### src/sv/rde_pkg.sv
// ----------------------------------------------------------------------------
// rde_pkg
// Command and result codes, and the store control group, shared by the
// reversible deque engine modules.
// ----------------------------------------------------------------------------
package rde_pkg;

   typedef enum logic [1:0] {
      CMD_LOAD    = 2'd0,
      CMD_REVERSE = 2'd1,
      CMD_DELETE  = 2'd2,
      CMD_FINISH  = 2'd3
   } cmd_type;

   typedef enum logic [1:0] {
      KIND_ELEMENT = 2'd0,
      KIND_ERROR   = 2'd1,
      KIND_EMPTY   = 2'd2,
      KIND_FULL    = 2'd3
   } kind_type;

   typedef struct packed {
      logic wr_en;
      logic rd_en;
   } mem_ctl_type;

endpackage

### src/sv/rde_store.sv
// ----------------------------------------------------------------------------
// rde_store
// Element memory: one write port, one read port and registered read data.
// ----------------------------------------------------------------------------
module rde_store #(
   parameter int DEPTH      = 64,
   parameter int VALUE_BITS = 8,
   localparam int AW        = $clog2(DEPTH)
) (
   input  logic                    clock,
   input  rde_pkg::mem_ctl_type    mem_ctl,
   input  logic [AW-1:0]           wr_addr,
   input  logic [VALUE_BITS-1:0]   wr_data,
   input  logic [AW-1:0]           rd_addr,
   output logic [VALUE_BITS-1:0]   rd_data
);

   logic [VALUE_BITS-1:0] mem [DEPTH];
   logic [VALUE_BITS-1:0] rd_data_ff;

   always_ff @(posedge clock) begin
      if (mem_ctl.wr_en) begin
         mem[wr_addr] <= wr_data;
      end
      if (mem_ctl.rd_en) begin
         rd_data_ff <= mem[rd_addr];
      end
   end

   assign rd_data = rd_data_ff;

endmodule

### src/sv/rde_ctrl.sv
// ----------------------------------------------------------------------------
// rde_ctrl
// Command sequencer: head/count pointers, direction and error flags,
// finish streaming from the store and the result register.
// ----------------------------------------------------------------------------
module rde_ctrl #(
   parameter int DEPTH      = 64,
   parameter int VALUE_BITS = 8,
   localparam int AW        = $clog2(DEPTH),
   localparam int CW        = $clog2(DEPTH + 1)
) (
   input  logic                    clock,
   input  logic                    reset,
   input  logic                    req_valid,
   output logic                    req_ready,
   input  logic [1:0]              req_command,
   input  logic [VALUE_BITS-1:0]   req_value,
   output logic                    rsp_valid,
   input  logic                    rsp_ready,
   output logic [VALUE_BITS-1:0]   rsp_element,
   output logic [1:0]              rsp_kind,
   output logic                    rsp_last,
   output rde_pkg::mem_ctl_type    mem_ctl,
   output logic [AW-1:0]           wr_addr,
   output logic [VALUE_BITS-1:0]   wr_data,
   output logic [AW-1:0]           rd_addr,
   input  logic [VALUE_BITS-1:0]   rd_data
);

   typedef enum logic {
      ST_IDLE,
      ST_STREAM
   } state_type;

   state_type             state_ff, state_in;
   logic [AW-1:0]         head_ff, head_in;
   logic [CW-1:0]         count_ff, count_in;
   logic                  rev_ff, rev_in;
   logic                  err_ff, err_in;
   logic [CW-1:0]         issue_ff, issue_in;
   logic                  pend_ff, pend_in;
   logic                  pend_last_ff, pend_last_in;
   logic                  rsp_valid_ff, rsp_valid_in;
   logic [VALUE_BITS-1:0] rsp_element_ff, rsp_element_in;
   rde_pkg::kind_type     rsp_kind_ff, rsp_kind_in;
   logic                  rsp_last_ff, rsp_last_in;

   logic                  out_free;
   logic                  accept;
   rde_pkg::cmd_type      cmd;
   logic [CW-1:0]         offset;
   logic                  issue_ok;
   logic                  move;

   // circular slot of head plus an offset below depth
   function automatic logic [AW-1:0] slot_of(input logic [AW-1:0] head,
                                             input logic [CW-1:0] off);
      logic [CW:0] sum;
      sum = {{(CW + 1 - AW){1'b0}}, head} + {1'b0, off};
      if (sum >= (CW + 1)'(DEPTH)) begin
         sum = sum - (CW + 1)'(DEPTH);
      end
      return sum[AW-1:0];
   endfunction

   assign out_free  = !rsp_valid_ff || rsp_ready;
   assign req_ready = (state_ff == ST_IDLE) && out_free;
   assign accept    = req_valid && req_ready;
   assign cmd       = rde_pkg::cmd_type'(req_command);

   assign offset   = rev_ff ? (count_ff - CW'(1) - issue_ff) : issue_ff;
   assign issue_ok = (state_ff == ST_STREAM) && (issue_ff != count_ff) &&
                     (!pend_ff || out_free);
   assign move     = (state_ff == ST_STREAM) && pend_ff && out_free;

   assign wr_addr = slot_of(head_ff, count_ff);
   assign wr_data = req_value;
   assign rd_addr = slot_of(head_ff, offset);

   always_comb begin
      state_in       = state_ff;
      head_in        = head_ff;
      count_in       = count_ff;
      rev_in         = rev_ff;
      err_in         = err_ff;
      issue_in       = issue_ff;
      pend_in        = pend_ff;
      pend_last_in   = pend_last_ff;
      rsp_valid_in   = rsp_valid_ff && !rsp_ready;
      rsp_element_in = rsp_element_ff;
      rsp_kind_in    = rsp_kind_ff;
      rsp_last_in    = rsp_last_ff;
      mem_ctl        = '0;

      unique case (state_ff)
         ST_IDLE: begin
            if (accept) begin
               unique case (cmd)
                  rde_pkg::CMD_LOAD: begin
                     if (!err_ff) begin
                        if (count_ff == CW'(DEPTH)) begin
                           rsp_valid_in   = 1'b1;
                           rsp_element_in = '0;
                           rsp_kind_in    = rde_pkg::KIND_FULL;
                           rsp_last_in    = 1'b1;
                        end else begin
                           mem_ctl.wr_en = 1'b1;
                           count_in      = count_ff + CW'(1);
                        end
                     end
                  end
                  rde_pkg::CMD_REVERSE: begin
                     if (!err_ff) begin
                        rev_in = !rev_ff;
                     end
                  end
                  rde_pkg::CMD_DELETE: begin
                     if (!err_ff) begin
                        if (count_ff == '0) begin
                           err_in = 1'b1;
                        end else begin
                           if (!rev_ff) begin
                              head_in = slot_of(head_ff, CW'(1));
                           end
                           count_in = count_ff - CW'(1);
                        end
                     end
                  end
                  rde_pkg::CMD_FINISH: begin
                     if (err_ff || (count_ff == '0)) begin
                        rsp_valid_in   = 1'b1;
                        rsp_element_in = '0;
                        rsp_kind_in    = err_ff ? rde_pkg::KIND_ERROR : rde_pkg::KIND_EMPTY;
                        rsp_last_in    = 1'b1;
                        head_in        = '0;
                        count_in       = '0;
                        rev_in         = 1'b0;
                        err_in         = 1'b0;
                     end else begin
                        state_in = ST_STREAM;
                        issue_in = '0;
                        pend_in  = 1'b0;
                     end
                  end
                  default: begin
                  end
               endcase
            end
         end
         ST_STREAM: begin
            if (move) begin
               rsp_valid_in   = 1'b1;
               rsp_element_in = rd_data;
               rsp_kind_in    = rde_pkg::KIND_ELEMENT;
               rsp_last_in    = pend_last_ff;
               pend_in        = 1'b0;
               if (pend_last_ff) begin
                  state_in = ST_IDLE;
                  head_in  = '0;
                  count_in = '0;
                  rev_in   = 1'b0;
                  err_in   = 1'b0;
               end
            end
            if (issue_ok) begin
               mem_ctl.rd_en = 1'b1;
               issue_in      = issue_ff + CW'(1);
               pend_in       = 1'b1;
               pend_last_in  = (issue_ff + CW'(1)) == count_ff;
            end
         end
         default: begin
         end
      endcase
   end

   always_ff @(posedge clock) begin
      if (reset) begin
         state_ff     <= ST_IDLE;
         head_ff      <= '0;
         count_ff     <= '0;
         rev_ff       <= 1'b0;
         err_ff       <= 1'b0;
         issue_ff     <= '0;
         pend_ff      <= 1'b0;
         pend_last_ff <= 1'b0;
         rsp_valid_ff <= 1'b0;
      end else begin
         state_ff     <= state_in;
         head_ff      <= head_in;
         count_ff     <= count_in;
         rev_ff       <= rev_in;
         err_ff       <= err_in;
         issue_ff     <= issue_in;
         pend_ff      <= pend_in;
         pend_last_ff <= pend_last_in;
         rsp_valid_ff <= rsp_valid_in;
      end
      rsp_element_ff <= rsp_element_in;
      rsp_kind_ff    <= rsp_kind_in;
      rsp_last_ff    <= rsp_last_in;
   end

   assign rsp_valid   = rsp_valid_ff;
   assign rsp_element = rsp_element_ff;
   assign rsp_kind    = rsp_kind_ff;
   assign rsp_last    = rsp_last_ff;

endmodule

### src/sv/reversible_deque_engine.sv
// ----------------------------------------------------------------------------
// reversible_deque_engine
// Load, reverse and delete are each handled on acceptance; a full-store beat
// is offered in the cycle after acceptance at the earliest.
// Finish streams the list at one beat per cycle while result beats are taken;
// its first beat passes the stream state, the memory read register and the
// result register.
// No command is taken while a finish is streaming or a result beat is stalled.
// Synchronous active-high reset clears pointers, flags and the result valid;
// the element memory is not cleared.
// ----------------------------------------------------------------------------
module reversible_deque_engine #(
   parameter int DEPTH      = 64,
   parameter int VALUE_BITS = 8
) (
   input  logic                    clock,
   input  logic                    reset,
   input  logic                    req_valid,
   output logic                    req_ready,
   input  logic [1:0]              req_command,
   input  logic [VALUE_BITS-1:0]   req_value,
   output logic                    rsp_valid,
   input  logic                    rsp_ready,
   output logic [VALUE_BITS-1:0]   rsp_element,
   output logic [1:0]              rsp_kind,
   output logic                    rsp_last
);

   localparam int AW = $clog2(DEPTH);

   rde_pkg::mem_ctl_type  mem_ctl;
   logic [AW-1:0]         wr_addr;
   logic [VALUE_BITS-1:0] wr_data;
   logic [AW-1:0]         rd_addr;
   logic [VALUE_BITS-1:0] rd_data;

   rde_ctrl #(
      .DEPTH      (DEPTH),
      .VALUE_BITS (VALUE_BITS)
   ) u_ctrl (
      .clock       (clock),
      .reset       (reset),
      .req_valid   (req_valid),
      .req_ready   (req_ready),
      .req_command (req_command),
      .req_value   (req_value),
      .rsp_valid   (rsp_valid),
      .rsp_ready   (rsp_ready),
      .rsp_element (rsp_element),
      .rsp_kind    (rsp_kind),
      .rsp_last    (rsp_last),
      .mem_ctl     (mem_ctl),
      .wr_addr     (wr_addr),
      .wr_data     (wr_data),
      .rd_addr     (rd_addr),
      .rd_data     (rd_data)
   );

   rde_store #(
      .DEPTH      (DEPTH),
      .VALUE_BITS (VALUE_BITS)
   ) u_store (
      .clock   (clock),
      .mem_ctl (mem_ctl),
      .wr_addr (wr_addr),
      .wr_data (wr_data),
      .rd_addr (rd_addr),
      .rd_data (rd_data)
   );

   // status beats carry a zero element and close their run
   a_status_beat: assert property (@(posedge clock) disable iff (reset)
      (rsp_valid && (rsp_kind != rde_pkg::KIND_ELEMENT)) |-> (rsp_element == '0) && rsp_last)
      else $error("status beat with element or without last");

   // a command is taken only when the result register can take its beat
   a_ready_free: assert property (@(posedge clock) disable iff (reset)
      req_ready |-> (!rsp_valid || rsp_ready))
      else $error("command taken while result beat stalled");

   // memory writes come only from an accepted load
   a_write_src: assert property (@(posedge clock) disable iff (reset)
      mem_ctl.wr_en |-> (req_valid && req_ready &&
                         (req_command == rde_pkg::CMD_LOAD)))
      else $error("store write without accepted load");

   // streaming reads never overlap command writes
   a_no_rw: assert property (@(posedge clock) disable iff (reset)
      mem_ctl.rd_en |-> (!mem_ctl.wr_en && !req_ready))
      else $error("store read overlaps command handling");

endmodule
### config.mk
export PLATFORM = sky130hd
export DESIGN_NAME = reversible_deque_engine
export DESIGN_NICKNAME = d
export VERILOG_FILES = /design/src/sv/rde_pkg.sv /design/src/sv/rde_store.sv /design/src/sv/rde_ctrl.sv /design/src/sv/reversible_deque_engine.sv
export SDC_FILE = /design/constraint.sdc
export NUM_CORES = 1
export LEC_CHECK = 0
export BUFFER_PORTS_ARGS = -buffer_cell sky130_fd_sc_hd__buf_2
export CORE_UTILIZATION = 25
export DETAILED_ROUTE_END_ITERATION = 8
export GPL_ROUTABILITY_DRIVEN = 0
export RECOVER_POWER = 50
export SLEW_MARGIN = 20
export SYNTH_ARGS = -nofsm -noshare
export SYNTH_HDL_FRONTEND = slang
export SYNTH_HIERARCHICAL = 1
export SYNTH_SLANG_ARGS = --single-unit
### constraint.sdc
create_clock -name clock -period 8.8 [get_ports clock]
set_input_delay 0.44 -clock clock [delete_from_list [all_inputs] [get_ports clock]]
set_output_delay 0.44 -clock clock [all_outputs]
set_load 0.01 [all_outputs]
==> run_results.csv, run 1 <==
group,metric,value,unit
status,status,"complete, but fails checks",
status,violations,"max-capacitance violations, max-slew violations",
sta,min_period,5.49,ns
yosys,synth.area.top_cells,"edfxtp_1, mux4_2, dfxtp_1, nor2_1, ha_1",
yosys,synth_adder_area_share,1.54,%
pwr,power_leakage,0.00804,uW
placed_design,port_buffers,26,
worst_setup_path,reg2reg_slack,3.31,ns
pwr,pwr-share-comb,13.8,%
yosys,synth_mux_area_share,13.0,%
cts,clkLatencyLatePin,0.66,ns
worst_setup_path,worstPathCellList,"inv_1 -> ha_1 -> fa_1 -> a21oi_1 -> fa_4 -> buf_4 -> clkinv_1 -> mux2_2 -> o21ai_0 -> a31oi_1 -> a22o_1",
sta,final-setup-viol-count,0,
worst_setup_path,worstPathMaxFanout,52,
worst_setup_path,worstReg2RegStart,"u_ctrl/count_ff[1]$_SDFFE_PP0P_",
yosys,syn_area,0.0234,sq mm
cts,cts.sinks,557,
final_layout,fin_nets,1407,
routing,first_pass_iters,5,
worst_setup_path,path_buf_inv,3,
cts,htreeDepth,2,
global_route,grt_usage,11.5,%
yosys,synth_enable_flop_cells,531,
pwr,pwr-share-clk,39.2,%
pwr,p_sw,1550,uW
worst_setup_path,path_class,"register to register",
final_layout,diodes,0,
global_route,antenna_found_initial,2,
cts,cts_buffers,56,
routing,num_vias,12627,
routing,vias_per_cell,4.76,
placed_design,hpwl,34100,microns
sta,fin_crit_sh,62.4,%
pwr,pwr-share-seq,47.0,%
yosys,synth_xor_area_share,0.897,%
yosys,synth_ff_type,"edfxtp_1",
cts,cts.clk_slew.worst_paths,0.06,ns
yosys,synth-seq-cells,557,
yosys,synth_seq_area_share,70.3,%
global_route,grt_pass1_vias,12580,
cts,root_buffer,"clkbuf_16",
flow_run,maxCapViolCount,9,
floorplanning,num_rows,111,
floorplanning,io_pins,27,
sta,hold_viol,0,
sta,skew,0.0805,ns
yosys,ys.warnings.count,6,
sta,relSlewSlack,-108,%
placed_design,place_area,0.0248,sq mm
yosys,synth_cells,1352,
floorplanning,start_util,25.4,%
final_layout,drive_above_1_share,18.2,%
yosys,synth_compound_area_share,5.57,%
global_route,grt_max_degree,96,
worst_setup_path,cp.arrival,5.85,ns
pwr,ir_worst_vdd,0.153,mV
worst_setup_path,r2r_cells,11,
sta,fmax,0.182,GHz
floorplanning,dieArea,0.0949,sq mm
yosys,synth_cell_types,75,
routing,drt-total-wl,55100,microns
cts,hold_buffers,0,
routing,drc_errors,0,
pwr,power_density,236,mW/mm^2
cts,cts_tree,"yes",
floorplanning,dieWidth,308,microns
cts,clock_path_buffers,3,
floorplanning,die_y,308,microns
yosys,synth_top_cell_by_area,"edfxtp_1",
yosys,syn-mean-instance-area,17.3,sq um
yosys,synth_top_cell_area_share,68.1,%
final_layout,final_area,0.0267,sq mm
worst_setup_path,setup.worst_path.start_class,"register",
routing,ant_nets,0,
sta,rsz0062_at_grt,"false",
sta,setup_tns,0,ns
pwr,finalPower,6300,uW
sta,timing.hold.ws,0.266,ns
worst_setup_path,slowest_stage,"fa_4",
pwr,switching_share,24.7,%
sta,drv_slew,520,
yosys,synth-simple-area-share,6.30,%
pwr,p_int,4740,uW
yosys,syn_nets,1393,
cts,post_cts_buffers,0,
cts,cts_resized,0,
routing,drt_iter0_markers,1243,
routing,avgRoutedWirePerCell,20.8,microns
worst_setup_path,cp-endpoint,"u_store/rd_data[4]$_DFFE_PP_",
final_layout,syn2layout_area_growth,13.9,%
worst_setup_path,cp.required,9.17,ns
worst_setup_path,crit_start,"u_ctrl/count_ff[1]$_SDFFE_PP0P_",
worst_setup_path,critical_path.top_delay_family,"adder cells",
worst_setup_path,slowest_delay,1.42,ns
worst_setup_path,worst-path-stages,11,
yosys,async_flop_share,0,%
global_route,grt-ovfl-total,0,
worst_setup_path,critPathCaptureType,"register",
hold_path,worstHoldPathType,"input pin to register",
sta,worstMarginPinSlew,3.11,ns
worst_setup_path,r2r_end,"u_store/rd_data[4]$_DFFE_PP_",
global_route,grt_pass1_wl,82400,microns
floorplanning,design.core.area,0.0922,sq mm
yosys,synth_top_family_by_area,"multiplexers",
[kinds of logic after synthesis]
| kind of cell | count (synthesis) |
|---|---|
| flip-flops | 557 |
| AND/OR/NAND/NOR | 299 |
| AO/OA/AOI/OAI | 186 |
| multiplexers | 149 |
| buffers and inverters | 110 |
| adder cells (fa/ha/maj) | 27 |
| XOR/XNOR | 24 |
[registers in the layout, indices dropped and copies added, names as in the netlist, 2 cells and up]
| signal | flops |
|---|---|
| u_ctrl/rsp_kind | 2 |
| u_ctrl/rsp_element | 8 |
| u_store/mem | 512 |
| u_ctrl/issue_ff | 7 |
| u_ctrl/count_ff | 7 |
| u_store/rd_data | 8 |
| u_ctrl/head_ff | 6 |
[worst reg2reg max path, stage by stage (launching register included)]
cell	delay, ns
dfxtp_1	0.54
inv_1	0.23
ha_1	0.38
fa_1	0.52
a21oi_1	0.11
fa_4	1.42
buf_4	0.70
clkinv_1	0.54
mux2_2	0.39
o21ai_0	0.16
a31oi_1	0.07
a22o_1	0.21
[cell type report]
class,instances,area [sq um]
clock buffer,66,1450
clock inverter,35,479
fill,9125,65500
inverter,27,101
multi-input combinational,685,6440
sequential,557,16500
tap,1243,1560
timing repair buffer,39,198
[synth_stat cells, drive strengths merged, types with 8 or more instances]
cell / number
xnor2: 12
and2: 11
o21ai: 30
clkbuf: 37
mux2i: 22
nand2: 43
nand3: 30
nor2b: 15
a21o: 8
o22ai: 27
a22oi: 12
nand3b: 8
xor2: 12
nor2: 116
dfxtp: 26
o221ai: 8
nand2b: 11
and3: 9
or2: 10
a21oi: 27
ha: 24
buf: 46
inv: 25
mux4: 124
a31oi: 12
nor3: 13
edfxtp: 531
[placed cells by master (no fill, tap or decap), types with 12 or more instances in the layout]
cell type,n
nand2_1,43
mux4_2,124
nor2_1,115
a21oi_1,27
nor3_1,13
clkbuf_1,31
edfxtp_1,531
nand3_1,30
a31oi_1,12
o22ai_1,27
a22oi_1,12
dfxtp_1,26
nor2b_1,15
o21ai_0,30
inv_1,25
clkbuf_16,56
ha_1,23
mux2i_1,22
[layer usage]
| layer | wire length, microns | vias up | GRT usage (%) | part of all wire (%) |
|---|---|---|---|---|
| met5 | 13 | - | 0 | 0.024 |
| met4 | 1190 | 2 | 3.11 | 2.2 |
| met3 | 4430 | 88 | 2.67 | 8.0 |
| met2 | 25500 | 484 | 18.1 | 46 |
| met1 | 24000 | 6607 | 15.9 | 43 |
| li1 | - | 5446 | - | - |
[power by group through the flow]
stage | clock network (uW) | logic, uW | registers, uW
floorplan | 0 | 666 | 2990
global placement | 0 | 865 | 3010
detailed placement | 0 | 875 | 3010
CTS | 2520 | 878 | 2950
global route | 2610 | 942 | 2960
finish | 2470 | 870 | 2960
[worst min-delay path by stage]
| stage | start | endpoint | slack, ns | cells after the start |
|---|---|---|---|---|
| after floorplan | u_ctrl/issue_ff[6]$_SDFFE_PP0P_ | u_ctrl/issue_ff[6]$_SDFFE_PP0P_ | 0.46 | 2 |
| after global placement | u_ctrl/issue_ff[6]$_SDFFE_PP0P_ | u_ctrl/issue_ff[6]$_SDFFE_PP0P_ | 0.47 | 2 |
| after detailed placement | u_ctrl/issue_ff[6]$_SDFFE_PP0P_ | u_ctrl/issue_ff[6]$_SDFFE_PP0P_ | 0.48 | 2 |
| after CTS | reset | u_ctrl/head_ff[1]$_SDFFE_PP0P_ | 0.24 | 2 |
| after global routing | reset | u_ctrl/head_ff[1]$_SDFFE_PP0P_ | 0.27 | 2 |
| final | reset | u_ctrl/head_ff[1]$_SDFFE_PP0P_ | 0.27 | 2 |
[stage by stage]
step | utilization, % | std cells | setup WS (ns)
after floorplan | - | 1352 | 4.68
after global placement | 26.9 | 2550 | 3.39
after detailed placement | 26.9 | 2550 | 3.29
after CTS | 29.0 | 2651 | 3.30
after global routing | 28.9 | 2652 | 3.00
final | 28.9 | 2652 | 3.31
No activity file was read; power rests on OpenSTA's default activity.
==> inputs of run 2 (changes only) <==
ABC_AREA = 1   (was unset)
clock period = 5.7 ns   (was 8.8 ns; I/O delays follow)
==> run 2 against run 1 <==
Critical path type unchanged. Critical endpoint is now u_store/rd_data[0]$_DFFE_PP_. Via count is 32% higher. The flow still finishes with violations (max-capacitance violations, max-slew violations). Sequential share of layout area is 2.0 points lower. Synthesized area is 5.0% higher.
==> run_results.csv, run 2 <==
group,metric,value,unit
yosys,ys.warnings.count,6,
floorplanning,dieWidth,316,microns
final_layout,diodes,0,
yosys,async_flop_share,0,%
routing,drt-total-wl,63000,microns
yosys,synth.most_common_cell,"nand2_1",
global_route,grt_max_degree,188,
yosys,synth.area.top_cells,"edfxtp_1, nand2_1, nand3_1, dfxtp_1, nor2_1",
worst_setup_path,cp.required,6.08,ns
cts,root_buffer,"clkbuf_16",
global_route,grt_pass1_vias,15906,
cts,cts.sinks,557,
final_layout,final_common_cell,"nand2_1",
cts,clock_path_buffers,3,
yosys,synth-seq-cells,557,
worst_setup_path,cp.arrival,4.98,ns
yosys,synth_cell_types,40,
cts,post_cts_buffers,0,
sta,final-setup-viol-count,0,
floorplanning,die_y,316,microns
pwr,switching_share,30.4,%
sta,fin_ws,1.09,ns
pwr,pwr-share-clk,35.4,%
final_layout,final_cell_mix,"nand2_1, edfxtp_1, nand3_1",
hold_path,hold_depth,4,
sta,fmax,0.217,GHz
hold_path,worstHoldPathType,"input pin to register",
final_layout,largest_reg_flops,512,
final_layout,regArea,0.0165,sq mm
cts,cts_buffers,59,
placed_design,port_buffers,26,
yosys,syn_nets,2339,
sta,min_period,4.61,ns
final_layout,syn2layout_area_growth,12.0,%
sta,skew,0.0184,ns
floorplanning,num_rows,114,
sta,hold_viol,0,
worst_setup_path,r2r_cells,14,
placed_design,pre_cts_slack,1.12,ns
worst_setup_path,path_class,"register to register",
final_layout,multi_input_area,0.00698,sq mm
cts,cts.clk_slew.worst_paths,0.07,ns
final_layout,fin_nets,2326,
routing,first_pass_iters,5,
status,violations,"max-capacitance violations, max-slew violations",
pwr,pwr-share-seq,44.2,%
global_route,grt_pass1_wl,96900,microns
floorplanning,design.core.area,0.0971,sq mm
yosys,synth_top_cell_by_area,"edfxtp_1",
floorplanning,dieArea,0.0997,sq mm
yosys,synth_enable_flop_cells,531,
flow_run,maxCapViolCount,8,
routing,drc_errors,0,
hold_path,hold_path_end,"u_ctrl/rsp_valid$_SDFF_PP0_",
sta,fin_crit_sh,80.8,%
cts,htreeDepth,2,
routing,avgRoutedWirePerCell,17.5,microns
final_layout,top_register,"u_store/mem",
worst_setup_path,reg2reg_slack,1.09,ns
pwr,ir_worst_vdd,0.257,mV
yosys,syn-mean-instance-area,10.7,sq um
yosys,synth_top_cell_area_share,64.8,%
worst_setup_path,slowest_stage,"fa_4",
worst_setup_path,worstReg2RegStart,"u_ctrl/count_ff[0]$_SDFFE_PP0P_",
sta,worstMarginPinSlew,3.52,ns
cts,cts_resized,0,
floorplanning,io_pins,27,
sta,rsz0062_at_grt,"false",
yosys,synth_ff_type,"edfxtp_1",
worst_setup_path,worstPathCellList,"inv_1 -> ha_1 -> fa_1 -> o21ai_0 -> fa_4 -> inv_4 -> buf_12 -> nand3_1 -> nand3_1 -> nand2_1 -> nand2_1 -> nand3_1 -> nand3_1 -> nand2_1",
pwr,p_int,7180,uW
worst_setup_path,setup.worst_path.start_class,"register",
global_route,grt_usage,12.5,%
final_layout,drive_above_1_share,6.24,%
worst_setup_path,r2r_end,"u_store/rd_data[0]$_DFFE_PP_",
sta,relSlewSlack,-135,%
worst_setup_path,cp_common_cell,"nand3_1",
pwr,power_density,375,mW/mm^2
yosys,synth_common_cells,"nand2_1, edfxtp_1, nand3_1, nor2_1, inv_1",
yosys,synth_cells,2298,
cts,clkLatencyLatePin,0.63,ns
worst_setup_path,worstPathMaxFanout,52,
sta,timing.hold.ws,0.0733,ns
placed_design,hpwl,37000,microns
routing,drt_iter0_markers,1761,
routing,ant_nets,0,
worst_setup_path,slowest_delay,0.76,ns
routing,num_vias,16637,
yosys,syn_area,0.0246,sq mm
routing,vias_per_cell,4.62,
sta,setup_tns,0,ns
pwr,finalPower,10300,uW
global_route,grt-ovfl-total,0,
pwr,power_leakage,0.00983,uW
final_layout,fillCellCount,9932,
sta,drv_slew,520,
worst_setup_path,critPathCaptureType,"register",
final_layout,fin_cells,3601,
global_route,antenna_found_initial,0,
pwr,pwr-share-comb,20.4,%
status,status,"complete, but fails checks",
pwr,p_sw,3140,uW
yosys,synth_seq_area_share,66.9,%
cts,cts_tree,"yes",
floorplanning,start_util,25.3,%
cts,hold_buffers,0,
hold_path,worstHoldStart,"rsp_ready",
placed_design,dp_cells,3500,
[run 2: worst max-delay path by stage]
stage                                   endpoint  cells past startpoint  slack, ns                            start
detailed placement  u_store/rd_data[0]$_DFFE_PP_                     14       1.12  u_ctrl/count_ff[0]$_SDFFE_PP0P_
CTS                 u_store/rd_data[0]$_DFFE_PP_                     14       1.09  u_ctrl/count_ff[0]$_SDFFE_PP0P_
finish              u_store/rd_data[0]$_DFFE_PP_                     14       1.09  u_ctrl/count_ff[0]$_SDFFE_PP0P_
global placement    u_store/rd_data[0]$_DFFE_PP_                     14       1.21  u_ctrl/count_ff[0]$_SDFFE_PP0P_
global route        u_store/rd_data[4]$_DFFE_PP_                     14       0.81  u_ctrl/count_ff[0]$_SDFFE_PP0P_
floorplan           u_store/rd_data[5]$_DFFE_PP_                     20       2.24  u_ctrl/count_ff[0]$_SDFFE_PP0P_
[run 2: kinds of logic after synthesis]
kind of cell | Yosys count | share of synthesized area [%]
XOR/XNOR | 24 | 0.854
adder cells (fa/ha/maj) | 27 | 1.46
buffers and inverters | 220 | 4.86
AND/OR/NAND/NOR | 1406 | 24.5
flip-flops | 557 | 66.9
AO/OA/AOI/OAI | 64 | 1.42
[run 2: final cells by class]
class                           instances  area share, %
Inverter                               89           1.24
Clock buffer                           72           5.61
Tap cell                             1276           5.79
Clock inverter                         29          0.981
Sequential cell                       557           59.7
Multi-Input combinational cell       1521           25.3
Timing Repair Buffer                   57           1.32
[run 2: power groups by stage]
stage,combinational (uW),sequential [uW],clock [uW]
finish,2110,4560,3650
detailed placement,2110,4640,0
floorplan,1570,4620,0
CTS,2110,4550,3720
global route,2340,4570,3860
global placement,2100,4640,0
[run 2: per-layer routing]
| metal | track usage (%) | wire [microns] | up-vias |
|---|---|---|---|
| met2 | 20.2 | 29500 | 517 |
| met5 | 0 | 0 | - |
| met3 | 1.96 | 3650 | 104 |
| met4 | 3.11 | 1340 | 0 |
| met1 | 17.4 | 28500 | 8111 |
| li1 | - | - | 7905 |
[run 2: through the flow]
stage	cell area [sq um]	util, %
3_3_place_gp	25800	26.6
5_1_grt	27600	28.4
3_5_place_dp	25800	26.6
6_report	27600	28.4
2_1_floorplan	24600	-
4_1_cts	27600	28.4
[run 2: critical path, delay by kind of cell (launching register included)]
kind | cells | cell delay [ns]
simple gates | 7 | 0.81
flops | 1 | 0.54
buf+inv | 3 | 0.99
compound gates | 1 | 0.37
fa+ha+maj | 3 | 1.61
==> inputs of run 3 (changes only) <==
clock period = 3.9 ns   (was 5.7 ns; I/O delays follow)
==> run 3 against run 2 <==
The run still ends with max-capacitance violations, max-slew violations left. Power increased by 50%. Non-clock buffer count increased by 92. Final cell count grew 2.6%. Critical endpoint is now u_store/rd_data[1]$_DFFE_PP_. Register-to-register slack worse by 0.94 ns. Critical path depth unchanged. Sequential power grew 46%.
==> run_results.csv, run 3 (same netlist as run 2, synthesis figures left out) <==
group,metric,value,unit
global_route,grt-ovfl-total,0,
final_layout,final_common_cell,"nand2_1",
final_layout,multi_input_area,0.00704,sq mm
cts,htreeDepth,2,
routing,ant_nets,0,
worst_setup_path,worstPathMaxFanout,37,
flow_run,maxCapViolCount,9,
pwr,power_density,542,mW/mm^2
placed_design,port_buffers,26,
cts,clock_path_buffers,3,
placed_design,hpwl,39100,microns
worst_setup_path,worstReg2RegStart,"u_ctrl/count_ff[1]$_SDFFE_PP0P_",
pwr,p_sw,4700,uW
sta,fmax,0.267,GHz
pwr,pwr-share-comb,21.9,%
floorplanning,io_pins,27,
sta,final-setup-viol-count,0,
floorplanning,die_y,316,microns
pwr,pwr-share-seq,43.0,%
final_layout,syn2layout_area_growth,15.9,%
hold_path,worstHoldPathType,"input pin to register",
hold_path,worstHoldStart,"req_valid",
routing,num_vias,17030,
worst_setup_path,slowest_stage,"fa_4",
floorplanning,num_rows,114,
worst_setup_path,slowest_delay,0.86,ns
hold_path,hold_path_end,"u_ctrl/err_ff$_SDFFE_PP0P_",
worst_setup_path,r2r_cells,14,
final_layout,diodes,0,
final_layout,drive_above_1_share,10.0,%
sta,setup_tns,0,ns
routing,drt_iter0_markers,1663,
worst_setup_path,cp.arrival,4.12,ns
final_layout,largest_reg_flops,512,
sta,drv_slew,390,
pwr,power_leakage,0.0104,uW
floorplanning,start_util,25.3,%
cts,cts_tree,"yes",
global_route,grt_pass1_wl,97600,microns
floorplanning,dieArea,0.0997,sq mm
global_route,grt_max_degree,108,
cts,root_buffer,"clkbuf_16",
routing,first_pass_iters,5,
pwr,p_int,10700,uW
status,status,"complete, but fails checks",
pwr,ir_worst_vdd,0.309,mV
final_layout,final_area,0.0285,sq mm
routing,vias_per_cell,4.61,
worst_setup_path,path_class,"register to register",
routing,avgRoutedWirePerCell,17.3,microns
hold_path,hold_depth,7,
floorplanning,design.core.area,0.0971,sq mm
sta,min_period,3.74,ns
sta,hold_viol,0,
placed_design,place_area,0.0265,sq mm
worst_setup_path,worstPathCellList,"inv_2 -> ha_1 -> fa_1 -> o21ai_1 -> fa_4 -> buf_12 -> buf_12 -> nand3_1 -> nand3_1 -> nand2_1 -> nand2_1 -> nand3_1 -> nand3_1 -> nand2_1",
global_route,grt_usage,12.6,%
worst_setup_path,setup.worst_path.start_class,"register",
routing,drt-total-wl,63800,microns
final_layout,fin_nets,2416,
worst_setup_path,r2r_end,"u_store/rd_data[1]$_DFFE_PP_",
sta,worstMarginPinSlew,3.07,ns
global_route,antenna_found_initial,0,
worst_setup_path,cp.required,4.27,ns
cts,cts.clk_slew.worst_paths,0.06,ns
final_layout,final_cell_mix,"nand2_1, edfxtp_1, nand3_1",
global_route,grt_pass1_vias,16155,
sta,relSlewSlack,-105,%
routing,drt-met1-wl,28400,microns
final_layout,regArea,0.0165,sq mm
cts,cts.sinks,557,
cts,cts_buffers,57,
final_layout,top_register,"u_store/mem",
final_layout,fillCellCount,9908,
worst_setup_path,cp_common_cell,"nand3_1",
worst_setup_path,reg2reg_slack,0.16,ns
routing,drc_errors,0,
routing,wl_met2,30100,microns
floorplanning,dieWidth,316,microns
sta,fin_crit_sh,96.0,%
cts,clkLatencyLatePin,0.63,ns
pwr,switching_share,30.4,%
routing,top_layer,"met4",
sta,skew,0.0205,ns
pwr,pwr-share-clk,35.2,%
worst_setup_path,critPathCaptureType,"register",
status,violations,"max-capacitance violations, max-slew violations",
routing,wl_met3,3740,microns
-- run 3: changes by cell type in the layout (fill, tap and decap cells not counted), sizes merged --
cell         delta
clkbuf          +5
inv             -8
clkinv         +10
clkinvlp        +2
dlygate4sd3     +5
bufinv          +2
buf            +79
-- run 3: layout make-up --
| class | count | area share (%) |
|---|---|---|
| Clock buffer | 69 | 5.38 |
| Tap cell | 1276 | 5.60 |
| Multi-Input combinational cell | 1521 | 24.7 |
| Inverter | 89 | 1.22 |
| Sequential cell | 557 | 57.7 |
| Timing Repair Buffer | 149 | 4.22 |
| Clock inverter | 35 | 1.14 |
-- run 3: metrics by stage --
| step | util [%] | setup slack (ns) | instances | hold WS [ns] | power [uW] |
|---|---|---|---|---|---|
| 2_1_floorplan | - | 0.440 | 2298 | 0.387 | 9050 |
| 3_3_place_gp | 27.3 | -0.124 | 3579 | 0.435 | 10100 |
| 3_5_place_dp | 27.3 | -0.176 | 3579 | 0.427 | 10100 |
| 4_1_cts | 29.4 | 0.0124 | 3691 | 0.0952 | 15500 |
| 5_1_grt | 29.4 | -0.0117 | 3696 | 0.189 | 16100 |
| 6_report | 29.4 | 0.156 | 3696 | 0.126 | 15400 |
-- run 3: metal layers --
metal	global-route usage [%]	vias up
met5	0	-
met4	3.86	0
met3	1.63	90
met2	20.5	506
met1	17.4	8339
li1	-	8095
-- run 3: repair_timing --
action,4_1_cts,5_1_grt
hold endpoints to repair,17,0
setup endpoints to repair,8,8
pin swaps,1,4
gates resized for setup,14,8
setup buffers,3,5
hold buffers,5,0
-- run 3: power groups by stage --
| stage | Combinational (uW) | Sequential [uW] | Clock (uW) |
|---|---|---|---|
| final | 3380 | 6640 | 5430 |
| after global routing | 3720 | 6640 | 5740 |
| after CTS | 3360 | 6630 | 5530 |
| after detailed placement | 3310 | 6760 | 0 |
| after global placement | 3300 | 6760 | 0 |
| after floorplan | 2300 | 6750 | 0 |
-- run 3: how the worst max path moves through the flow --
stage / start / to / slack (ns)
2_1_floorplan: u_ctrl/count_ff[0]$_SDFFE_PP0P_ / u_store/rd_data[5]$_DFFE_PP_ / 0.44
3_3_place_gp: u_ctrl/count_ff[1]$_SDFFE_PP0P_ / u_store/rd_data[2]$_DFFE_PP_ / -0.12
3_5_place_dp: u_ctrl/count_ff[0]$_SDFFE_PP0P_ / u_store/rd_data[3]$_DFFE_PP_ / -0.18
4_1_cts: u_ctrl/count_ff[0]$_SDFFE_PP0P_ / u_store/rd_data[6]$_DFFE_PP_ / 0.01
5_1_grt: u_ctrl/count_ff[0]$_SDFFE_PP0P_ / u_store/rd_data[1]$_DFFE_PP_ / -0.01
6_report: u_ctrl/count_ff[1]$_SDFFE_PP0P_ / u_store/rd_data[1]$_DFFE_PP_ / 0.16
-- run 3: critical path: cells and delay by family (launching register included) --
kind	cells	cell delay (ns)
compound gates	1	0.11
fa+ha+maj	3	1.69
buf+inv	3	0.50
simple gates	7	0.80
flops	1	0.34
